===== config.mk =====
export PLATFORM = sky130hd
export DESIGN_NAME = one_wire_rom_search
export DESIGN_NICKNAME = d
export VERILOG_FILES = /design/src/design/owrs_pkg.sv /design/src/design/owrs_core.sv /design/src/design/one_wire_rom_search.sv
export SDC_FILE = /design/constraint.sdc
export NUM_CORES = 1
export LEC_CHECK = 0
export BUFFER_PORTS_ARGS = -buffer_cell sky130_fd_sc_hd__buf_2
export CAP_MARGIN = 30
export CORE_MARGIN = 2
export CORE_UTILIZATION = 50
export CTS_CLUSTER_DIAMETER = 200
export DETAILED_ROUTE_END_ITERATION = 8
export PLACE_DENSITY = 0.69
export SLEW_MARGIN = 20
export SYNTH_ARGS = -nofsm -noshare
export SYNTH_HDL_FRONTEND = slang
export SYNTH_SLANG_ARGS = --single-unit

===== constraint.sdc =====
create_clock -name clock -period 11.85 [get_ports clock]
set_clock_uncertainty 0.05 [all_clocks]
set_input_delay 1.185 -clock clock [delete_from_list [all_inputs] [get_ports clock]]
set_output_delay 1.185 -clock clock [all_outputs]
set_load 0.05 [all_outputs]

===== src/design/owrs_pkg.sv =====
// Shared types and constants for the 1-Wire ROM search engine.
package owrs_pkg;

   // ROM geometry
   localparam int ROM_BITS = 64;
   localparam int BIT_NUM_W = 7;
   localparam logic [BIT_NUM_W-1:0] LAST_BIT = BIT_NUM_W'(ROM_BITS);

   // Search command bytes
   localparam logic [7:0] CMD_SEARCH = 8'hF0;
   localparam logic [7:0] CMD_ALARM_SEARCH = 8'hEC;

   // Opcodes
   localparam logic [1:0] OP_CLEAR = 2'd0;
   localparam logic [1:0] OP_TARGET = 2'd1;
   localparam logic [1:0] OP_START = 2'd2;
   localparam logic [1:0] OP_TRIPLET = 2'd3;

   // Status codes
   localparam logic [2:0] ST_ACK = 3'd0;
   localparam logic [2:0] ST_SEND_DIR = 3'd1;
   localparam logic [2:0] ST_FOUND = 3'd2;
   localparam logic [2:0] ST_NO_PRESENCE = 3'd3;
   localparam logic [2:0] ST_FINISHED = 3'd4;
   localparam logic [2:0] ST_BUS_ERROR = 3'd5;

   // One request transaction
   typedef struct packed {
      logic [1:0] opcode;
      logic [7:0] family_byte;
      logic       presence;
      logic       id_bit;
      logic       comp_bit;
      logic       taken_dir;
   } request_type;

   // One response transaction
   typedef struct packed {
      logic [2:0]           status;
      logic                 request_direction;
      logic [BIT_NUM_W-1:0] bit_number;
      logic [7:0]           command_code;
      logic [ROM_BITS-1:0]  rom_id;
      logic                 last_device;
   } result_type;

   // Search progress seen by the top level
   typedef struct packed {
      logic                 pass_active;
      logic                 search_done;
      logic [BIT_NUM_W-1:0] current_bit;
   } progress_type;

endpackage


===== src/design/owrs_core.sv =====
// Search state registers and the per-transaction update logic.
module owrs_core (
   input  logic                  clock,
   input  logic                  reset,
   input  logic                  step,
   input  owrs_pkg::request_type req,
   input  logic                  kind_write,
   input  logic                  kind_data,
   output owrs_pkg::result_type  result,
   output owrs_pkg::progress_type progress
);
   import owrs_pkg::*;

   logic [ROM_BITS-1:0]  rom_ff, rom_in;
   logic [BIT_NUM_W-1:0] last_disc_ff, last_disc_in;
   logic [BIT_NUM_W-1:0] zero_branch_ff, zero_branch_in;
   logic [BIT_NUM_W-1:0] cur_bit_ff, cur_bit_in;
   logic                 done_ff, done_in;
   logic                 active_ff, active_in;
   logic                 kind_ff;
   logic [BIT_NUM_W-1:0] next_bit;
   logic [5:0]           cur_idx;
   logic [5:0]           next_idx;
   logic                 pass_dir;
   logic                 step_dir;

   assign next_bit = cur_bit_ff + BIT_NUM_W'(1);
   assign cur_idx  = 6'(cur_bit_ff - BIT_NUM_W'(1));
   assign next_idx = cur_bit_ff[5:0];

   // Direction for the first bit of a pass.
   always_comb begin
      if (last_disc_ff > BIT_NUM_W'(1)) begin
         pass_dir = rom_ff[0];
      end else begin
         pass_dir = (last_disc_ff == BIT_NUM_W'(1));
      end
   end

   // Direction for the bit after the current one.
   always_comb begin
      if (next_bit < last_disc_ff) begin
         step_dir = rom_ff[next_idx];
      end else begin
         step_dir = (next_bit == last_disc_ff);
      end
   end

   // Next state and response for one request transaction.
   always_comb begin
      rom_in         = rom_ff;
      last_disc_in   = last_disc_ff;
      zero_branch_in = zero_branch_ff;
      cur_bit_in     = cur_bit_ff;
      done_in        = done_ff;
      active_in      = active_ff;
      result         = '0;
      result.status  = ST_ACK;
      case (req.opcode)
         OP_CLEAR: begin
            rom_in         = '0;
            last_disc_in   = '0;
            zero_branch_in = '0;
            done_in        = 1'b0;
            cur_bit_in     = '0;
            active_in      = 1'b0;
         end
         OP_TARGET: begin
            rom_in         = {{(ROM_BITS-8){1'b0}}, req.family_byte};
            last_disc_in   = LAST_BIT;
            zero_branch_in = '0;
            done_in        = 1'b0;
            cur_bit_in     = '0;
            active_in      = 1'b0;
         end
         OP_START: begin
            if (done_ff) begin
               result.status = ST_FINISHED;
            end else if (!req.presence) begin
               result.status = ST_NO_PRESENCE;
               active_in     = 1'b0;
               cur_bit_in    = '0;
            end else begin
               active_in      = 1'b1;
               cur_bit_in     = BIT_NUM_W'(1);
               zero_branch_in = '0;
               result.status            = ST_SEND_DIR;
               result.request_direction = pass_dir;
               result.bit_number        = BIT_NUM_W'(1);
               result.command_code      = kind_ff ? CMD_ALARM_SEARCH : CMD_SEARCH;
            end
         end
         OP_TRIPLET: begin
            if (active_ff && cur_bit_ff >= BIT_NUM_W'(1) && cur_bit_ff <= LAST_BIT) begin
               if (req.id_bit && req.comp_bit) begin
                  active_in     = 1'b0;
                  cur_bit_in    = '0;
                  result.status = ST_BUS_ERROR;
               end else begin
                  if (!req.id_bit && !req.comp_bit && !req.taken_dir) begin
                     zero_branch_in = cur_bit_ff;
                  end
                  rom_in[cur_idx] = req.taken_dir;
                  if (cur_bit_ff == LAST_BIT) begin
                     last_disc_in = zero_branch_in;
                     done_in      = done_ff || (zero_branch_in == '0);
                     active_in    = 1'b0;
                     cur_bit_in   = '0;
                     result.status      = ST_FOUND;
                     result.rom_id      = rom_in;
                     result.last_device = done_in;
                  end else begin
                     cur_bit_in = next_bit;
                     result.status            = ST_SEND_DIR;
                     result.request_direction = step_dir;
                     result.bit_number        = next_bit;
                  end
               end
            end
         end
         default: begin
         end
      endcase
   end

   // State registers.
   always_ff @(posedge clock) begin
      if (reset) begin
         rom_ff         <= '0;
         last_disc_ff   <= '0;
         zero_branch_ff <= '0;
         cur_bit_ff     <= '0;
         done_ff        <= 1'b0;
         active_ff      <= 1'b0;
         kind_ff        <= 1'b0;
      end else begin
         if (step) begin
            rom_ff         <= rom_in;
            last_disc_ff   <= last_disc_in;
            zero_branch_ff <= zero_branch_in;
            cur_bit_ff     <= cur_bit_in;
            done_ff        <= done_in;
            active_ff      <= active_in;
         end
         if (kind_write) begin
            kind_ff <= kind_data;
         end
      end
   end

   assign progress.pass_active = active_ff;
   assign progress.search_done = done_ff;
   assign progress.current_bit = cur_bit_ff;

endmodule


===== src/design/one_wire_rom_search.sv =====
// Top level of the 1-Wire ROM search engine: handshakes and response buffering.
// An accepted request's response is registered in the response register, or in the skid entry while that is held.
// One request transaction per cycle while req_stall is low; the search state registers update on each accepted request.
// A response register plus one skid entry let a request be taken while a response waits.
// Reset is synchronous and active high; it clears the search state and search_kind.
module one_wire_rom_search (
   input  logic                            clock,
   input  logic                            reset,
   input  logic                            req_valid,
   output logic                            req_stall,
   input  logic [1:0]                      req_opcode,
   input  logic [7:0]                      req_family_byte,
   input  logic                            req_presence,
   input  logic                            req_id_bit,
   input  logic                            req_comp_bit,
   input  logic                            req_taken_dir,
   output logic                            rsp_valid,
   input  logic                            rsp_stall,
   output logic [2:0]                      rsp_status,
   output logic                            rsp_request_direction,
   output logic [owrs_pkg::BIT_NUM_W-1:0]  rsp_bit_number,
   output logic [7:0]                      rsp_command_code,
   output logic [owrs_pkg::ROM_BITS-1:0]   rsp_rom_id,
   output logic                            rsp_last_device,
   input  logic                            csr_valid,
   output logic                            csr_ready,
   input  logic                            csr_data
);
   import owrs_pkg::*;

   request_type  req;
   result_type   result;
   progress_type progress;
   logic         accept;
   logic         out_valid_ff, out_valid_in;
   logic         skid_valid_ff, skid_valid_in;
   result_type   out_ff, out_in;
   result_type   skid_ff, skid_in;
   logic         out_free;

   assign req.opcode      = req_opcode;
   assign req.family_byte = req_family_byte;
   assign req.presence    = req_presence;
   assign req.id_bit      = req_id_bit;
   assign req.comp_bit    = req_comp_bit;
   assign req.taken_dir   = req_taken_dir;

   // The register write is always taken at once.
   assign csr_ready = 1'b1;

   assign req_stall = skid_valid_ff;
   assign accept    = req_valid && !skid_valid_ff;

   owrs_core u_core (
      .clock      (clock),
      .reset      (reset),
      .step       (accept),
      .req        (req),
      .kind_write (csr_valid && csr_ready),
      .kind_data  (csr_data),
      .result     (result),
      .progress   (progress)
   );

   // Response register with one skid entry behind it.
   assign out_free = !out_valid_ff || !rsp_stall;

   always_comb begin
      out_valid_in  = out_valid_ff;
      skid_valid_in = skid_valid_ff;
      out_in        = out_ff;
      skid_in       = skid_ff;
      if (out_free) begin
         if (skid_valid_ff) begin
            out_in        = skid_ff;
            out_valid_in  = 1'b1;
            skid_valid_in = 1'b0;
         end else begin
            out_in       = result;
            out_valid_in = accept;
         end
      end else if (accept) begin
         skid_in       = result;
         skid_valid_in = 1'b1;
      end
   end

   always_ff @(posedge clock) begin
      if (reset) begin
         out_valid_ff  <= 1'b0;
         skid_valid_ff <= 1'b0;
      end else begin
         out_valid_ff  <= out_valid_in;
         skid_valid_ff <= skid_valid_in;
      end
      out_ff  <= out_in;
      skid_ff <= skid_in;
   end

   assign rsp_valid             = out_valid_ff;
   assign rsp_status            = out_ff.status;
   assign rsp_request_direction = out_ff.request_direction;
   assign rsp_bit_number        = out_ff.bit_number;
   assign rsp_command_code      = out_ff.command_code;
   assign rsp_rom_id            = out_ff.rom_id;
   assign rsp_last_device       = out_ff.last_device;

   // The skid entry only fills behind a held response.
   assert property (@(posedge clock) disable iff (reset)
      skid_valid_ff |-> out_valid_ff)
      else $error("skid entry holds a response while the output register is empty");

   // An active pass always points at a ROM bit in range.
   assert property (@(posedge clock) disable iff (reset)
      progress.pass_active |->
         (progress.current_bit >= BIT_NUM_W'(1) && progress.current_bit <= LAST_BIT))
      else $error("active pass with bit position out of range");

   // A response that is not a direction request carries no bit position.
   assert property (@(posedge clock) disable iff (reset)
      (rsp_valid && rsp_status != ST_SEND_DIR) |-> (rsp_bit_number == '0))
      else $error("bit position set on a response that is not a direction request");

   // A finished search does not start a pass.
   assert property (@(posedge clock) disable iff (reset)
      (accept && progress.search_done && req_opcode == OP_START) |=>
         !progress.pass_active)
      else $error("pass started after the search finished");

endmodule


==> summary.md <==
| Metric | Value |
|---|---|
| DR vias | 10.1k |
| Pin count of the biggest net entering global routing | 72 |
| Worst Hold Class | flip-flop to flip-flop |
| Die area | 27,100 sq um |
| Layout Cells excl Fill | 1,701 |
| Met2 wire len | 15.6 mm |
| Antenna cells | 0 |
| Leakage | 5.18 nW |
| R2r endpoint | skid_ff[80] |
| Synthesized instance count | 1,312 |
| Cell mode on critical path | ha_1 |
| Crit Path Class | flip-flop to flip-flop |
| Startpoint Class | flip-flop |
| IO Count | 107 |
| CTS tree | done |
| Nets | 1,381 |
| Maximum VDD drop | 77.5 uV |
| CTS buffer count | 26 |
| Ratio of cells with drive above 1 in the final layout | 0.166 |
| Vias per cell | 5.92 |
| RSZ-0062 raised after global routing | false |
| Port buffer count | 103 |
| Layout area overhead | 10.7% |
| Max frequency | 251 MHz |
| CP top delay family | simple AND/OR/NAND/NOR gates |
| Reg clk slew, reported paths | 0.06 ns |
| First-pass GRT wire length | 50.2 mm |
| Critical Path Source | u_core.cur_bit_ff[1] |
| Worst Path Arrival | 4.19 ns |
| DR WL met3 | 2.06 mm |
| Sum Neg Setup Slack | 0 ns |
| Share of the yosys chip area belonging to registers | 0.508 |
| GP Congestion | 0.869 |
| # hold bufs at CTS | 0 |
| Crit-path slowest cell | dfxtp_1 |
| P per Cell Area | 135 nW/um^2 |
| Worst Setup End Kind | flip-flop |
| Vias in the first global route | 9,276 |
| H-Tree Depth | 1 |
| Worst r2r path cells | 12 |
| Initial Util | 0.510 |
| Dpl cells | 1,651 |
| Worst hold endpoint | u_core.rom_ff[44] |
| Die height | 165 um |
| Endpoints failing hold | 0 |
| DRT iter0 DRCs | 1,183 |
| Pre-antenna DRT Iters | 5 |
| Detail Route Antenna Nets | 0 |
| Main synth FF type | edfxtp_1 |
| Leading cell types in the layout, fill and taps excluded | edfxtp_1, nand2_1, nor2_1, a21oi_1, buf_2 |
| Status | completed |
| Cells on Worst Hold Path | 2 |
| Number of remaining DRC errors | 0 |
| Grt ovf | 0 |
| # Post-CTS Setup Buffers | 0 |
| Post-DP HPWL | 20.9 mm |
| Initial antenna violation count | 0 |
| Max Used Layer | met4 |
| Number of synthesized register bits | 248 |
| Total track usage | 0.232 |
| Synth warnings | 0 |
| Clock Tree Root | clkbuf_16 |
| Metal1 wirelength | 13.8 mm |
| CP required | 12.06 ns |
| Max_slew headroom | 0.404 |
| Clk sinks | 248 |
| Longest Clk Path Bufs | 3 |
| Final min period | 3.98 ns |
| Fin crit share | 0.336 |
| Netlist cell types | 71 |
| Die Width | 165 um |
| Crit Path Max Fanout | 18 |
| Latest clock arrival within the worst-skew pair | 0.53 ns |
| Critical Path Max Stage Delay | 0.87 ns |
| Num rows | 58 |
| Max-cap violations | 0 |
| Core Region | 25,300 sq um |
| Slew Limit Fails | 0 |
| Asr flop ratio synth | 0 |
| Routed length per placed instance | 18.9 um |
| Setup-failing EPs final | 0 |
| Worst-path cell chain | buf_4 > ha_1 > nand3_1 > xor2_1 > inv_1 > ha_1 > o21a_1 > o21ai_0 > a31oi_1 > or2_2 > nor4b_1 > o22ai_1 |
| Buf/Inv on CP | 2 |
| R2R Path Start | u_core.cur_bit_ff[1] |
| Cell Area, Synth | 12,900 sq um |
| WL final | 32.2 mm |
| Post_cts resized | 0 |
| Avg Cell Area, Syn | 9.82 sq um |
| Hold path start | u_core.rom_ff[44] |
| R2r setup slk | 7.87 ns |
| Leading cell type in the layout, fill and taps excluded | edfxtp_1 |
| Number of synthesized flops with an enable pin | 158 |
| Worst Tran Pin Value | 0.891 ns |
## stage by stage
step	setup slack, ns	hold slack (ns)	utilization	cell area (sq um)	power (W)
6_report	7.87	0.433	0.565	14300	0.00192
5_1_grt	7.71	0.445	0.565	14300	0.00198
4_1_cts	7.96	0.433	0.564	14200	0.00194
3_5_place_dp	7.78	0.423	0.532	13400	0.00115
3_3_place_gp	7.83	0.415	0.530	13400	0.00115
2_1_floorplan	4.79	0.395	-	12900	0.00111
## how the worst max path moves through the flow
stage | endpoint | depth (start not counted)
after floorplan | skid_ff[0] | 2
after CTS | rsp_rom_id[44] | 8
after global routing | skid_ff[80] | 12
final | skid_ff[80] | 12
after detailed placement | u_core.rom_ff[48] | 8
after global placement | u_core.rom_ff[48] | 8
## cells by family after synthesis
| logic type | share of synthesized area |
|---|---|
| simple gates | 0.157 |
| compound gates | 0.172 |
| flops | 0.508 |
| buf+inv | 0.0620 |
| mux | 0.0860 |
| fa+ha+maj | 0.00971 |
| xor+xnor | 0.00534 |
| other cells | 0.000583 |
## Yosys cell counts (9+ instances only)
library cell | instances | area [sq um]
or3_1 | 9 | 56.3
inv_1 | 44 | 165
o211ai_1 | 13 | 97.6
nor3_1 | 11 | 55.1
o21ai_0 | 45 | 225
ha_1 | 10 | 125
a21oi_1 | 127 | 636
buf_4 | 18 | 135
mux4_2 | 11 | 248
a211oi_1 | 11 | 82.6
edfxtp_1 | 158 | 4740
mux2i_1 | 77 | 771
clkbuf_1 | 59 | 221
buf_2 | 26 | 130
nand2_1 | 142 | 533
nor2b_1 | 14 | 87.6
nor2_1 | 133 | 499
dfxtp_1 | 90 | 1800
a22o_1 | 13 | 114
o31ai_1 | 63 | 473
nand2b_1 | 15 | 93.8
nand3_1 | 65 | 325
o21ai_2 | 9 | 78.8
o21ai_1 | 34 | 170
## tightest hold or removal path, cell delays in order (launching register included)
cell and delay, ns:
dfxtp_1 0.33, o21ai_2 0.05, a21oi_1 0.05
## power by group
part	leakage [nW]	internal [W]	switching, W
Sequential	2.25	0.000942	0.00000949
Combinational	2.53	0.0000397	0.000142
Clock	0.404	0.000458	0.000330
Total	5.18	0.00144	0.000481
## layout make-up
type / instances / area [sq um]
Sequential cell: 248 / 6550
Tap cell: 330 / 413
Fill cell: 2225 / 11000
Multi-Input combinational cell: 900 / 5570
Timing Repair Buffer: 131 / 746
Inverter: 44 / 165
Clock buffer: 39 / 751
Clock inverter: 9 / 70.1
## layer usage
metal,GRT usage,up-vias
met2,0.381,338
met4,0.0668,0
met5,0,-
met3,0.0347,58
li1,-,4811
met1,0.322,4859
## sequential cells by signal, indices dropped and copies added (netlist names), 3 cells and up
signal                 cells
rsp_bit_number             7
u_core.rom_ff             64
rsp_rom_id                64
skid_ff                   79
u_core.last_disc_ff        7
rsp_command_code           3
u_core.cur_bit_ff          7
u_core.zero_branch_ff      7
rsp_status                 3
(Power assumes the default switching activity.)
